`src/rtl/whdb_pkg.sv`:
```
`default_nettype none
// ----------------------------------------------------------------------------
// whdb_pkg
// Shared types and constants for the Walsh-Hadamard delay-feedback butterfly.
// ----------------------------------------------------------------------------
package whdb_pkg;

	localparam int BLOCK_LEN = 1024;
	localparam int MAX_DELAY = 512;

	localparam int SAMPLE_W = 24;
	localparam int VALUE_W  = SAMPLE_W + 1;
	localparam int MODE_W   = 2;
	localparam int DLEN_W   = 10;
	localparam int DATA_W   = DLEN_W;
	localparam int ADDR_W   = $clog2(MAX_DELAY);
	localparam int SPAN_W   = $clog2(MAX_DELAY + 1);
	localparam int POS_W    = $clog2(BLOCK_LEN + MAX_DELAY);
	localparam int STEP_W   = $clog2(POS_W);

	typedef enum logic [0:0] {
		REG_MODE  = 1'b0,
		REG_DELAY = 1'b1
	} reg_idx_t;

	typedef enum logic [MODE_W-1:0] {
		MODE_SUM_DIFF  = 2'd0,
		MODE_DIFF_SUM  = 2'd1,
		MODE_SUM_RDIFF = 2'd2,
		MODE_RDIFF_SUM = 2'd3
	} mode_t;

	// what one word does to the delay store
	typedef enum logic [1:0] {
		KIND_FILL = 2'd0,
		KIND_PAIR = 2'd1,
		KIND_SEND = 2'd2,
		KIND_SKIP = 2'd3
	} kind_t;

	typedef enum logic [1:0] {
		RC_IDLE = 2'd0,
		RC_LOAD = 2'd1,
		RC_DIV  = 2'd2
	} rc_state_t;

	typedef struct packed {
		logic [ADDR_W-1:0] addr;
		kind_t             kind;
		logic              last;
		logic              flush;
	} item_ctl_t;

endpackage : whdb_pkg
`default_nettype wire

```
`src/rtl/whdb_index.sv`:
```
`default_nettype none
// ----------------------------------------------------------------------------
// whdb_index
// Block position, store index and half-group tracking. A span write rebuilds
// the index and half bit from the position, bit-serially past the first span.
// ----------------------------------------------------------------------------
module whdb_index (
	input  wire logic                          clk,
	input  wire logic                          arst_n,
	input  wire logic                          accept,
	input  wire logic                          span_wr,
	input  wire logic [whdb_pkg::DLEN_W-1:0]   span_data,
	output whdb_pkg::item_ctl_t                ctl,
	output logic                               busy
);

	whdb_pkg::rc_state_t state_q, state_nx;

	logic [whdb_pkg::SPAN_W-1:0] span_q;
	logic [whdb_pkg::SPAN_W-1:0] span_new;
	logic [whdb_pkg::POS_W-1:0]  p_q;
	logic [whdb_pkg::ADDR_W-1:0] idx_q;
	logic                        half_q;

	logic [whdb_pkg::POS_W-1:0]  num_q;
	logic [whdb_pkg::ADDR_W-1:0] rem_q;
	logic [whdb_pkg::STEP_W-1:0] cnt_q;

	logic [whdb_pkg::POS_W-1:0]  total;
	logic [whdb_pkg::POS_W-1:0]  p_inc;
	logic [whdb_pkg::SPAN_W-1:0] idx_inc;
	logic                        wrap;
	logic                        pre;
	logic                        active;

	logic [whdb_pkg::ADDR_W:0]   r_sh;
	logic                        r_ge;
	logic [whdb_pkg::ADDR_W:0]   r_nx;

	logic ld_direct, ld_div, div_step, div_done;

	always_comb begin
		if (span_data == '0)
			span_new = whdb_pkg::SPAN_W'(1);
		else if (32'(span_data) > whdb_pkg::MAX_DELAY)
			span_new = whdb_pkg::SPAN_W'(whdb_pkg::MAX_DELAY);
		else
			span_new = whdb_pkg::SPAN_W'(span_data);
	end

	assign total   = whdb_pkg::POS_W'(whdb_pkg::BLOCK_LEN) + whdb_pkg::POS_W'(span_q);
	assign p_inc   = p_q + 1'b1;
	assign idx_inc = whdb_pkg::SPAN_W'(idx_q) + 1'b1;
	assign wrap    = (idx_inc == span_q);
	assign pre     = (p_q < whdb_pkg::POS_W'(span_q));
	assign active  = (p_q < total);

	always_comb begin
		ctl.addr  = idx_q;
		ctl.last  = (p_q == total - 1'b1);
		ctl.flush = (32'(p_q) >= whdb_pkg::BLOCK_LEN);
		if (pre)
			ctl.kind = whdb_pkg::KIND_FILL;
		else if (!active)
			ctl.kind = whdb_pkg::KIND_SKIP;
		else if (half_q)
			ctl.kind = whdb_pkg::KIND_SEND;
		else
			ctl.kind = whdb_pkg::KIND_PAIR;
	end

	// restoring division step: remainder and quotient lsb only
	assign r_sh = {rem_q, num_q[whdb_pkg::POS_W-1]};
	assign r_ge = (r_sh >= (whdb_pkg::ADDR_W+1)'(span_q));
	assign r_nx = r_ge ? (r_sh - (whdb_pkg::ADDR_W+1)'(span_q)) : r_sh;

	always_comb begin
		state_nx = state_q;
		case (state_q)
			whdb_pkg::RC_IDLE: begin
				if (span_wr)
					state_nx = whdb_pkg::RC_LOAD;
			end
			whdb_pkg::RC_LOAD: begin
				state_nx = pre ? whdb_pkg::RC_IDLE : whdb_pkg::RC_DIV;
			end
			whdb_pkg::RC_DIV: begin
				if (cnt_q == whdb_pkg::STEP_W'(whdb_pkg::POS_W - 1))
					state_nx = whdb_pkg::RC_IDLE;
			end
			default: state_nx = whdb_pkg::RC_IDLE;
		endcase
		if (span_wr)
			state_nx = whdb_pkg::RC_LOAD;
	end

	always_comb begin
		busy      = 1'b1;
		ld_direct = 1'b0;
		ld_div    = 1'b0;
		div_step  = 1'b0;
		div_done  = 1'b0;
		case (state_q)
			whdb_pkg::RC_IDLE: busy = 1'b0;
			whdb_pkg::RC_LOAD: begin
				ld_direct = pre;
				ld_div    = !pre;
			end
			whdb_pkg::RC_DIV: begin
				div_step = 1'b1;
				div_done = (cnt_q == whdb_pkg::STEP_W'(whdb_pkg::POS_W - 1));
			end
			default: busy = 1'b1;
		endcase
	end

	always_ff @(posedge clk or negedge arst_n) begin
		if (!arst_n) begin
			state_q <= whdb_pkg::RC_IDLE;
			span_q  <= whdb_pkg::SPAN_W'(1);
			p_q     <= '0;
			idx_q   <= '0;
			half_q  <= 1'b0;
			cnt_q   <= '0;
		end else begin
			state_q <= state_nx;
			if (span_wr)
				span_q <= span_new;
			if (ld_direct) begin
				idx_q  <= p_q[whdb_pkg::ADDR_W-1:0];
				half_q <= 1'b0;
			end
			if (ld_div)
				cnt_q <= '0;
			else if (div_step)
				cnt_q <= cnt_q + 1'b1;
			if (div_done) begin
				idx_q  <= r_nx[whdb_pkg::ADDR_W-1:0];
				half_q <= r_ge;
			end
			if (accept) begin
				if (p_inc >= total) begin
					p_q    <= '0;
					idx_q  <= '0;
					half_q <= 1'b0;
				end else begin
					p_q   <= p_inc;
					idx_q <= wrap ? '0 : idx_inc[whdb_pkg::ADDR_W-1:0];
					if (pre)
						half_q <= 1'b0;
					else if (wrap)
						half_q <= !half_q;
				end
			end
		end
	end

	always_ff @(posedge clk) begin
		if (ld_div) begin
			num_q <= p_q - whdb_pkg::POS_W'(span_q);
			rem_q <= '0;
		end else if (div_step) begin
			num_q <= {num_q[whdb_pkg::POS_W-2:0], 1'b0};
			rem_q <= r_nx[whdb_pkg::ADDR_W-1:0];
		end
	end

	a_no_accept_busy: assert property (@(posedge clk) disable iff (!arst_n)
		busy |-> !accept)
		else $error("word accepted during index rebuild");

	a_idx_in_span: assert property (@(posedge clk) disable iff (!arst_n)
		!busy |-> (whdb_pkg::SPAN_W'(idx_q) < span_q))
		else $error("store index beyond span");

	a_half_pos: assert property (@(posedge clk) disable iff (!arst_n)
		(!busy && half_q) |-> (p_q >= (whdb_pkg::POS_W'(span_q) << 1)))
		else $error("second half flagged before two spans");

endmodule : whdb_index
`default_nettype wire

```
`config.mk`:
```
export PLATFORM = sky130hd
export DESIGN_NAME = whdb_index
export DESIGN_NICKNAME = d
export VERILOG_FILES = /design/src/rtl/whdb_pkg.sv /design/src/rtl/whdb_index.sv
export SDC_FILE = /design/constraint.sdc
export NUM_CORES = 1
export LEC_CHECK = 0
export BUFFER_PORTS_ARGS = -buffer_cell sky130_fd_sc_hd__buf_2
export CAP_MARGIN = 20
export CORE_MARGIN = 8
export CORE_UTILIZATION = 65
export CTS_BUF_LIST = sky130_fd_sc_hd__clkbuf_8
export CTS_CLUSTER_DIAMETER = 120
export DETAILED_ROUTE_END_ITERATION = 16
export PLACE_DENSITY = 0.95
export SYNTH_ARGS = -nofsm -noshare
export SYNTH_HDL_FRONTEND = slang
export SYNTH_SLANG_ARGS = --single-unit
```
`constraint.sdc`:
```
create_clock -name clk -period 4.45 [get_ports clk]
set_input_delay 0.89 -clock clk [delete_from_list [all_inputs] [get_ports clk]]
set_output_delay 0.89 -clock clk [all_outputs]
set_load 0.02 [all_outputs]
```
==> After elaboration in Yosys (flattened, before gate mapping) <==
Cells that the tools add are included.
{ "word_totals": {"ff_bits": 57, "out_inout_bits": 14, "in_bits": 14} }
{ "op_classes": {"magnitude_cmp": 6, "n_reduce_logical": 7, "mux": 31, "eq_ne": 7, "n_addsub": 7} }
{ "ops": {"columns": ["operator", "count"], "rows": [
  ["9-bit two-way mux", 6],
  ["11-bit two-way mux", 3],
  ["10-bit two-way mux", 2],
  ["2-bit two-way mux", 6],
  ["11-bit by 1-bit adder with 11-bit output (second input constant)", 1],
  ["11-bit by 10-bit adder with 11-bit output (first input constant)", 1],
  ["11-bit == test", 1],
  ["11-bit greater-or-equal comparator", 1],
  ["11-bit greater-or-equal comparator (second input constant)", 1],
  ["11-bit by 10-bit < comparator with 1-bit output", 1],
  ["11-bit < comparator", 1],
  ["1-bit two-way mux", 11],
  ["11-bit by 1-bit subtractor with 11-bit output (second input constant)", 1],
  ["11-bit by 10-bit subtractor with 11-bit output", 1],
  ["9-bit by 1-bit adder with 10-bit output (second input constant)", 1],
  ["10-bit == test", 1],
  ["10-bit greater-or-equal comparator", 1],
  ["10-bit greater-than comparator (second input constant)", 1],
  ["10-bit logical NOT", 1],
  ["9-bit subtractor", 1],
  ["4-bit two-way mux", 2],
  ["2-bit one-hot mux with 3 select lines", 1],
  ["4-bit by 1-bit adder with 4-bit output (second input constant)", 1],
  ["4-bit == test (second input constant)", 1],
  ["other kinds (9)", 10]
]} }

==> Depth between registers and ports, before layout <==
Gate-level depths: netlist of run 1.
{ "logic_depth": {"word_depth": 8, "depth_mapped": 15, "mapped_depth_nobuf": 13} }

==> Worst setup path after synthesis of run 1 <==
OpenSTA, ideal clock, no wires.
{ "synth_timing": {"path_kind": "flip-flop to output port", "from": "register span_q[8] (netlist name)", "to": "output port ctl[2] (netlist name)", "required_time_ps": 3560, "t_arrival_ps": 2362, "slack_ps": 1198, "stages_incl_launch_ff": 9, "n_path_buf": 1, "path_cell_list": "dfrtp_1 -> clkbuf_1 -> inv_1 -> ha_1 -> and3_1 -> o211ai_1 -> o21ba_2 -> or3_1 -> maj3_1"} }
{ "synth_rtl": {"columns": ["item", "line_no", "source"], "rows": [
  ["start: declaration", "whdb_index.sv:19", "logic [whdb_pkg::SPAN_W-1:0] span_q;"],
  ["start signal: assignment", "whdb_index.sv:120", "span_q <= whdb_pkg::SPAN_W'(1);"],
  ["start signal: assignment", "whdb_index.sv:128", "span_q <= span_new;"],
  ["end: declaration", "whdb_index.sv:13", "output whdb_pkg::item_ctl_t ctl,"]
]} }

==> results of run 1 <==
## where the power goes
group	switching [mW]	internal, mW
registers	0.292	0.747
clock network	0.216	0.225
logic	1.23	0.868
total	1.73	1.84
## kinds of logic (layout without fill, tap and decap cells)
| logic type | after synthesis | count (layout) | synth area share (%) |
|---|---|---|---|
| multiplexers | 11 | 11 | 2.38 |
| flip-flops | 57 | 57 | 30.7 |
| AND/OR/NAND/NOR | 188 | 188 | 20.9 |
| AO/OA/AOI/OAI | 157 | 157 | 22.4 |
| adder cells (fa/ha/maj) | 41 | 41 | 11.1 |
| buffers and inverters | 60 | 78 | 4.94 |
| XOR/XNOR | 41 | 41 | 7.66 |
## registers in the layout, summed over array words and instances, names as in the netlist
name and cells:
cnt_q 4, idx_q 9, half_q 1, rem_q 9
state_q 2, span_q 10, p_q 11, num_q 11
## synthesized netlist by cell type, types with 4 or more instances
cell type,number
nand3_1,29
clkbuf_1,25
o21a_1,6
nor3_1,11
or3_1,8
dfxtp_1,9
nand3b_1,5
a211oi_1,6
mux2i_1,10
o211ai_1,5
a21boi_0,5
dfrtp_1,36
nor2b_1,9
and3_1,8
a21oi_1,17
nand2_1,44
xnor2_1,24
a2111oi_0,5
nand4_1,5
buf_2,5
edfxtp_1,11
and2_1,5
inv_1,29
nor4_1,7
o31ai_1,9
a211o_1,4
xor2_1,17
or2_2,5
nor2_1,32
nand2b_1,11
ha_1,36
o21ai_0,63
## stage by stage
stage / std cells / area [µm²] / hold slack (ns) / worst slack [ns]
2_1_floorplan: 555 / 4690 / 0.438 / 1.20
6_report: 672 / 5050 / 0.482 / 0.524
3_5_place_dp: 656 / 4880 / 0.471 / 0.924
3_3_place_gp: 656 / 4880 / 0.463 / 1.01
4_1_cts: 672 / 5050 / 0.482 / 0.549
5_1_grt: 672 / 5050 / 0.505 / 0.369
## layout make-up
| cell class | count | area (µm²) | area share, % |
|---|---|---|---|
| clock inverter | 5 | 22.5 | 0.446 |
| sequential | 57 | 1440 | 28.5 |
| timing repair buffer | 33 | 180 | 3.57 |
| tap | 99 | 124 | 2.45 |
| inverter | 29 | 109 | 2.16 |
| multi-input combinational | 438 | 3030 | 59.9 |
| clock buffer | 11 | 151 | 3.00 |
## worst min-delay path: cells and delay by family (launching register included)
family,cells,cell delay (ns)
simple gates,2,0.11
flops,1,0.32
## worst max-delay path by stage
stage	from	to	slack, ns	depth (start not counted)
2_1_floorplan	span_q[8]	ctl[2]	1.20	8
3_3_place_gp	span_q[1]	ctl[3]	1.01	8
3_5_place_dp	span_q[1]	ctl[3]	0.92	8
4_1_cts	span_q[1]	ctl[3]	0.55	8
5_1_grt	span_q[1]	ctl[3]	0.37	8
6_report	span_q[7]	ctl[3]	0.52	7
## layer usage
| metal | wire [µm] | vias up | track usage, % |
|---|---|---|---|
| li1 | - | 2054 | - |
| met1 | 5240 | 2145 | 32.9 |
| met2 | 6150 | 281 | 42.0 |
| met3 | 1270 | 54 | 6.08 |
| met4 | 655 | 0 | 17.6 |
| met5 | 0 | - | 0 |
==> summary.md, run 1 <==
| Metric | Value |
|---|---|
| Hold depth | 2 |
| Vias in the first global route | 4,310 |
| Power Total | 3.57 mW |
| Min-Delay Path Class | reg -> reg |
| Final hold vios | 0 |
| Synthesized instance count | 555 |
| Largest cells by area after synthesis | dfrtp_1, ha_1, edfxtp_1 |
| CP delay by family, top | adder cells |
| Pwr dens | 708 mW/mm² |
| Iter 0 DRT Violations | 427 |
| Peak supply drop | 399 µV |
| Filler Cells Inserted | just over 500 |
| Final Max Slew Viols | 0 |
| CTS Hold Bufs | 0 |
| Core area | about 0.0071 mm² |
| Worst R2R Path Depth | 13 |
| Worst-path clk slew | 0.07 ns |
| Clock skew | 0.0116 ns |
| CTS resizes | 0 |
| WS Path Type | reg -> out |
| Cell Rows | 31 |
| Clock sink count | 57 |
| Synthesized area | 0.00469 mm² |
| Worst Hold End | rem_q[8] |
| Worst-Skew Late Latency | 0.35 ns |
| Final WL | 13,300 µm |
| Max-Cap Viols | 0 |
| FF-to-FF setup slack | 0.88 ns |
| CP max FO | 8 |
| Gr ovfl total | 0 |
| Yosys top cell by area | dfrtp_1 |
| Initial antenna violation count | 0 |
| Total number of vias | 4,534 |
| Reg2Reg Launch Point | p_q[1] |
| Worst-Margin Slew | 0.935 ns |
| CTS tree | done |
| Register area share after synthesis | 30.7% |
| Total negative setup slack | 0 ns |
| Post-CTS setup buffer count | 0 |
| Nets@finish | 620 |
| Outcome | finished clean |
| Worst path bufs/invs | 2 |
| #FFs+latches synth | between 50 and 60 |
| Arr. time, crit path | 3.04 ns |
| CTS Buffer Depth | 2 |
| Number of port buffers | 27 |
| Ys Warns | 0 |
| Min-delay src | rem_q[8] |
| Avg Inst Size Synth | 8.45 µm² |
| Die height | ~100 µm |
| Detailed placement HPWL | 9660 µm |
| CP startpoint kind | flip-flop |
| Share of cells above drive strength 1 | 11.0% |
| GRT Total Usage | 27.0% |
| H-tree Lvls | 3 |
| Netlist cell types | 65 |
| CTS root buffer | clkbuf_8 |
| Largest net degree at the start of global routing | 38 |
| Critical R2R Capture | idx_q[5] |
| Post-synth EDFFs | 11 |
| Top Ports | 28 |
| Die extent in x | 101 µm |
| DRT Pass-1 Iters | 5 |
| Routed length per instance | 19.8 µm |
| Area Overhead vs Synth | 7.74% |
| Worst-path cell chain | inv_1, ha_1, a21oi_1, o21ai_0, or3_1, maj3_1, buf_2 |
| Initial core utilization | 66.0% |
| CP Capture Type | output port |
| Primary FF master, synth | dfrtp_1 |
| Asr flop ratio synth | 64.9% |
| Leak Pwr | ~2.2 nW |
| Commonest non-fill, non-tap cell in the layout | o21ai_0 |
| RSZ-0062 raised after global routing | false |
| Fmax | 0.255 GHz |
| Period utilization | 88.2% |
| Avg Vias per Cell | around 6.7 |
| Final setup violating endpoints | 0 |
| First-pass GRT wire length | 21,300 µm |
| Ant diodes | 0 |
| Final core utilization | 71.1% |
| Global placement routability congestion | 0.976 |
| Synthesized Nets | 607 |
| DIE AREA | 0.0102 mm² |
| Minimum clock period after layout | 3.93 ns |
| Synth top area share | 19.2% |
| Slew Limit Headroom | 37.2% |
| Post-route antenna net violation count | 0 |
| CP peak stage delay | between 0.5 and 0.6 ns |
| Required @ worst endpoint | 3.56 ns |
| Drt drc | 0 |
| CP max-delay cell | or3_1 |
| Leading cell types in the layout, fill and taps excluded | o21ai_0, nand2_1, ha_1, dfrtp_1, nor2_1 |
| Cts bufs inserted | 9 |
Note: power is estimated with default switching activity, not from simulation.
==> run 2, diff against run 1 <==
Settings changed: CORE_UTILIZATION 65 to 24, GPL_TIMING_DRIVEN set to 0, PLACE_DENSITY 0.95 to 0.49.
==> run 2 against run 1 <==
  * Sequential share of layout area is 1.6 points lower
  * Global-route usage is 15 points lower
  * Via count is 6.2% lower
  * Register-to-register slack worse by 0.30 ns
  * Worst setup slack worse by 0.29 ns
  * Clock skew hardly changed
  * Total power is 1.4% higher
  * Critical endpoint unchanged
==> summary.md, run 2 (synthesis gave the netlist of run 1 again) <==
| Metric | Value |
|---|---|
| Post-DP Area | 0.00514 mm² |
| Final Max Slew Viols | 0 |
| Total number of vias | 4,252 |
| Slew Limit Headroom | 37.0% |
| CTS Buffer Depth | 2 |
| Clk network pwr share | approximately 15% |
| Die extent in x | between 150 and 200 µm |
| Min-Delay Path Class | reg -> reg |
| Psw | around 1.7 mW |
| Power Internal | 1.93 mW |
| Vias in the first global route | 4,110 |
| Top Ports | 28 |
| Hold slack | approximately 0.46 ns |
| Leading cell types in the layout, fill and taps excluded | o21ai_0, nand2_1, ha_1, dfrtp_1, nor2_1 |
| Outcome | finished clean |
| Die height | 156 µm |
| Routed length per instance | ~17 µm |
| Comb pwr share | 58.6% |
| Minimum clock period after layout | 4.22 ns |
| H-tree Lvls | 3 |
| Worst R2R Path Depth | 13 |
| Critical R2R Capture | idx_q[3] |
| CP Capture Type | output port |
| Avg Vias per Cell | 4.94 |
| Fmax | about 0.24 GHz |
| Post-CTS setup buffer count | 0 |
| Iter 0 DRT Violations | 256 |
| Switching share of power | 46.9% |
| Cell Rows | 51 |
| Detailed placement HPWL | between 10,000 and 15,000 µm |
| Leak Pwr | 2.19 nW |
| CTS tree | done |
| Clock skew | 0.0116 ns |
| Total negative setup slack | 0 ns |
| Gr ovfl total | 0 |
| Worst-Margin Slew | 0.944 ns |
| DRT Pass-1 Iters | 4 |
| DP Worst Slack | 0.632 ns |
| Required @ worst endpoint | 3.56 ns |
| Global placement routability congestion | between 0.8 and 0.9 |
| Share of cells above drive strength 1 | 9.90% |
| Largest net degree at the start of global routing | 38 |
| First-pass GRT wire length | roughly 23,000 µm |
| Initial core utilization | 24.2% |
| Max-Cap Viols | 0 |
| Area Overhead vs Synth | 14.3% |
| Worst-Skew Late Latency | 0.37 ns |
| RSZ-0062 raised after global routing | false |
| Arr. time, crit path | 3.33 ns |
| Register share of total power | between 20% and 30% |
| Regs by FF count | num_q (11), p_q (11), span_q (10) |
| CP max FO | 5 |
| Peak supply drop | 161 µV |
| Core area | 0.0193 mm² |
| Final setup violating endpoints | 0 |
| Number of port buffers | 25 |
| Pwr dens | 677 mW/mm² |
| Post-route antenna net violation count | 0 |
| CP startpoint kind | flip-flop |
| CTS root buffer | clkbuf_8 |
| Worst-path clk slew | 0.06 ns |
| Clock sink count | 57 |
| CTS Hold Bufs | 0 |
| Design area | approximately 0.0054 mm² |
| Final WL | 14,600 µm |
| Commonest non-fill, non-tap cell in the layout | o21ai_0 |
| GRT Total Usage | between 10 and 15% |
| Ant diodes | 0 |
| Nets@finish | 643 |
| Initial antenna violation count | 0 |
| Final hold vios | 0 |
| Cts bufs inserted | 9 |
| DIE AREA | 0.0243 mm² |
| Setup slack after layout | 0.230 ns |
| WS Path Type | reg -> out |
| End of the critical path | ctl[3] |
| Drt drc | 0 |
| CTS resizes | 0 |
| FF-to-FF setup slack | 0.58 ns |
| Reg2Reg Launch Point | p_q[1] |
| Period utilization | 94.8% |
| Beginning of the critical path | span_q[1] |
-- run 2: changes by cell type in the layout (fill, tap and decap cells not counted), sizes merged --
cell / change
clkbuf: +23
clkinv: -2
clkinvlp: +2
bufinv: +2
buf: -2
-- run 2: power groups by stage --
| stage | sequential (mW) | combinational [mW] | clock [mW] |
|---|---|---|---|
| final | 0.960 | 2.12 | 0.542 |
| after CTS | 0.958 | 2.13 | 0.556 |
| after global routing | 0.985 | 2.38 | 0.572 |
| after detailed placement | 0.968 | 2.12 | 0 |
| after global placement | 0.968 | 2.13 | 0 |
| after floorplan | 0.936 | 1.58 | 0 |
-- run 2: stage by stage --
step / utilization, % / power [mW] / instances
after floorplan: - / 2.51 / 555
after global placement: 26.6 / 3.10 / 845
after detailed placement: 26.6 / 3.09 / 845
after CTS: 27.7 / 3.65 / 861
after global routing: 27.7 / 3.93 / 861
final: 27.7 / 3.63 / 861
-- run 2: per-layer routing --
metal	global-route usage (%)	share of wire, %	vias up
li1	-	-	2099
met1	15.3	47	2057
met2	20.5	47	76
met3	2.58	3.5	20
met4	4.39	2.3	0
met5	0	0	-
-- run 2: worst max-delay path, stage by stage, from the launching register on --
cell     delay [ns]
dfrtp_1        0.60
inv_1          0.29
ha_1           0.35
nor2b_1        0.14
o31a_1         0.29
o21ba_2        0.28
or3_1          0.47
maj3_1         0.38
buf_2          0.16
-- run 2: worst min path at each step --
stage	from	cells after the start	slack, ns	to
CTS	rem_q[8]	2	0.47	rem_q[8]
finish	rem_q[8]	2	0.46	rem_q[8]
detailed placement	rem_q[8]	2	0.46	rem_q[8]
global route	rem_q[6]	2	0.52	rem_q[6]
floorplan	rem_q[8]	2	0.44	rem_q[8]
global placement	rem_q[8]	2	0.46	rem_q[8]
-- run 2: layout make-up --
cell class	count	area (µm²)
clock inverter	7	87.6
buffer	31	123
inverter	29	109
sequential	57	1440
tap	265	332
timing repair buffer	25	125
fill	2122	14000
multi-input combinational	438	3020
clock buffer	9	124
==> run 3, diff against run 2 <==
Settings changed: RECOVER_POWER set to 50.
==> run 3 against run 2 <==
  * The run now ends with max-capacitance violations, max-slew violations left
  * Worst setup slack improved by 0.00054 ns
  * Via count fell by 0.63%
  * Hold slack barely moved
  * Die area did not move
  * Sequential cell count did not move
  * Cell area fell by 0.28%
  * Critical path type unchanged
==> summary.md, run 3 (synthesis gave the netlist of run 1 again) <==
| Metric | Value |
|---|---|
| Gr ovfl total | 0 |
| Required @ worst endpoint | 3.56 ns |
| Ant diodes | 0 |
| CP Capture Type | output port |
| Filler Cells Inserted | around 2,100 |
| Commonest non-fill, non-tap cell in the layout | o21ai_0 |
| Arr. time, crit path | approximately 3.3 ns |
| Post-route antenna net violation count | 0 |
| Violated checks | max-capacitance violations, max-slew violations |
| GRT Total Usage | 12.3% |
| Setup slack after layout | 0.231 ns |
| Final setup violating endpoints | 0 |
| Clock skew | 0.0115 ns |
| Pwr dens | about 680 mW/mm² |
| Initial core utilization | 24.2% |
| Min-Delay Path Class | reg -> reg |
| Routed length per instance | about 17 µm |
| Top Ports | 28 |
| Leak Pwr | approximately 2.2 nW |
| Final core utilization | approximately 28% |
| Clock sink count | 57 |
| Worst-path clk slew | 0.06 ns |
| CP peak stage delay | about 0.60 ns |
| Critical R2R Capture | idx_q[3] |
| Hold slack | 0.464 ns |
| CP max FO | 5 |
| Number of port buffers | 25 |
| Global placement routability congestion | between 0.8 and 0.9 |
| DIE AREA | 0.0243 mm² |
| Worst-Margin Slew | 2.26 ns |
| Peak supply drop | 161 µV |
| Iter 0 DRT Violations | 261 |
| Worst-Skew Late Latency | 0.37 ns |
| Total negative setup slack | 0 ns |
| Placed insts | about 850 |
| Cts bufs inserted | 9 |
| Hold depth | 2 |
| CTS resizes | 0 |
| Max-Cap Viols | 1 |
| Share of cells above drive strength 1 | 7.89% |
| Reg2Reg Launch Point | p_q[1] |
| CP max-delay cell | dfrtp_1 |
| RSZ-0062 raised after global routing | false |
| Avg Vias per Cell | 4.91 |
| Outcome | finished with violations |
| Area Overhead vs Synth | 13.9% |
| Finished Layout Cells | 861 |
| Die height | ~160 µm |
| Fmax | 0.237 GHz |
| Detailed placement HPWL | 11,000 µm |
| DP Worst Slack | 0.632 ns |
| Final WL | 14,600 µm |
| CTS Hold Bufs | 0 |
| WS Path Type | reg -> out |
| Largest net degree at the start of global routing | 38 |
| End of the critical path | ctl[3] |
| DRT Pass-1 Iters | 4 |
| Worst R2R Path Depth | 13 |
| Final Max Slew Viols | 38 |
| Core area | slightly below 0.02 mm² |
| Nets@finish | 643 |
| Minimum clock period after layout | 4.22 ns |
| Worst-path cell chain | inv_1, ha_1, nor2b_1, o31a_1, o21ba_2, or3_1, maj3_1, buf_2 |
| Cell Rows | 51 |
| CTS tree | done |
| First-pass GRT wire length | 22,900 µm |
| Post-CTS setup buffer count | 0 |
| Leading cell types in the layout, fill and taps excluded | o21ai_0, nand2_1, clkbuf_1 |
| CTS Buffer Depth | 2 |
| Initial antenna violation count | 0 |
| Slew Limit Headroom | -50.7% |
| Die extent in x | about 160 µm |
| Beginning of the critical path | span_q[1] |
| Period utilization | 94.8% |
| FF-to-FF setup slack | around 0.58 ns |
| Final hold vios | 0 |
| Regs by FF count | num_q (11), p_q (11), span_q (10) |
| Vias in the first global route | between 4,000 and 5,000 |
| H-tree Lvls | 3 |
| Total number of vias | 4,225 |
| CTS root buffer | clkbuf_8 |
| CP startpoint kind | flip-flop |
| Drt drc | 0 |
## run 3: cell types whose count changed in the layout (fill, tap and decap cells not counted), sizes merged
cell and change:
buf -12, clkbuf +12
## run 3: worst min-delay path by stage
stage	startpoint	to	slack (ns)
finish	rem_q[8]	rem_q[8]	0.46
global route	rem_q[6]	rem_q[6]	0.52
CTS	rem_q[8]	rem_q[8]	0.47
detailed placement	rem_q[8]	rem_q[8]	0.46
global placement	rem_q[8]	rem_q[8]	0.46
floorplan	rem_q[8]	rem_q[8]	0.44
## run 3: layout make-up
class | count | area (µm²) | share of cell area (%)
Multi-Input combinational cell | 438 | 3020 | 56.5
Sequential cell | 57 | 1440 | 26.9
Clock buffer | 9 | 124 | 2.32
Tap cell | 265 | 332 | 6.21
Buffer | 31 | 123 | 2.30
Clock inverter | 7 | 87.6 | 1.64
Inverter | 29 | 109 | 2.04
Timing Repair Buffer | 25 | 110 | 2.06
## run 3: power breakdown
part	switching (mW)	internal [mW]
clock network	0.231	0.310
logic	1.26	0.858
registers	0.214	0.747
## run 3: routing by layer
layer / global-route usage (%) / up-vias / part of all wire (%)
met5: 0 / - / 0
met4: 4.39 / 0 / 2.2
met3: 2.58 / 16 / 3.7
met2: 20.5 / 73 / 47
met1: 15.3 / 2033 / 47
li1: - / 2103 / -
## run 3: stage by stage
stage	instance area, µm²	power, mW
finish	5340	3.62
global route	5340	3.93
CTS	5360	3.65
detailed placement	5140	3.09
global placement	5140	3.10
floorplan	4690	2.51
## run 3: critical path, delay by kind of cell, from the launching register on
kind / cells / cell delay, ns
flops: 1 / 0.60
buf+inv: 2 / 0.45
fa+ha+maj: 2 / 0.73
simple gates: 2 / 0.61
compound gates: 2 / 0.57
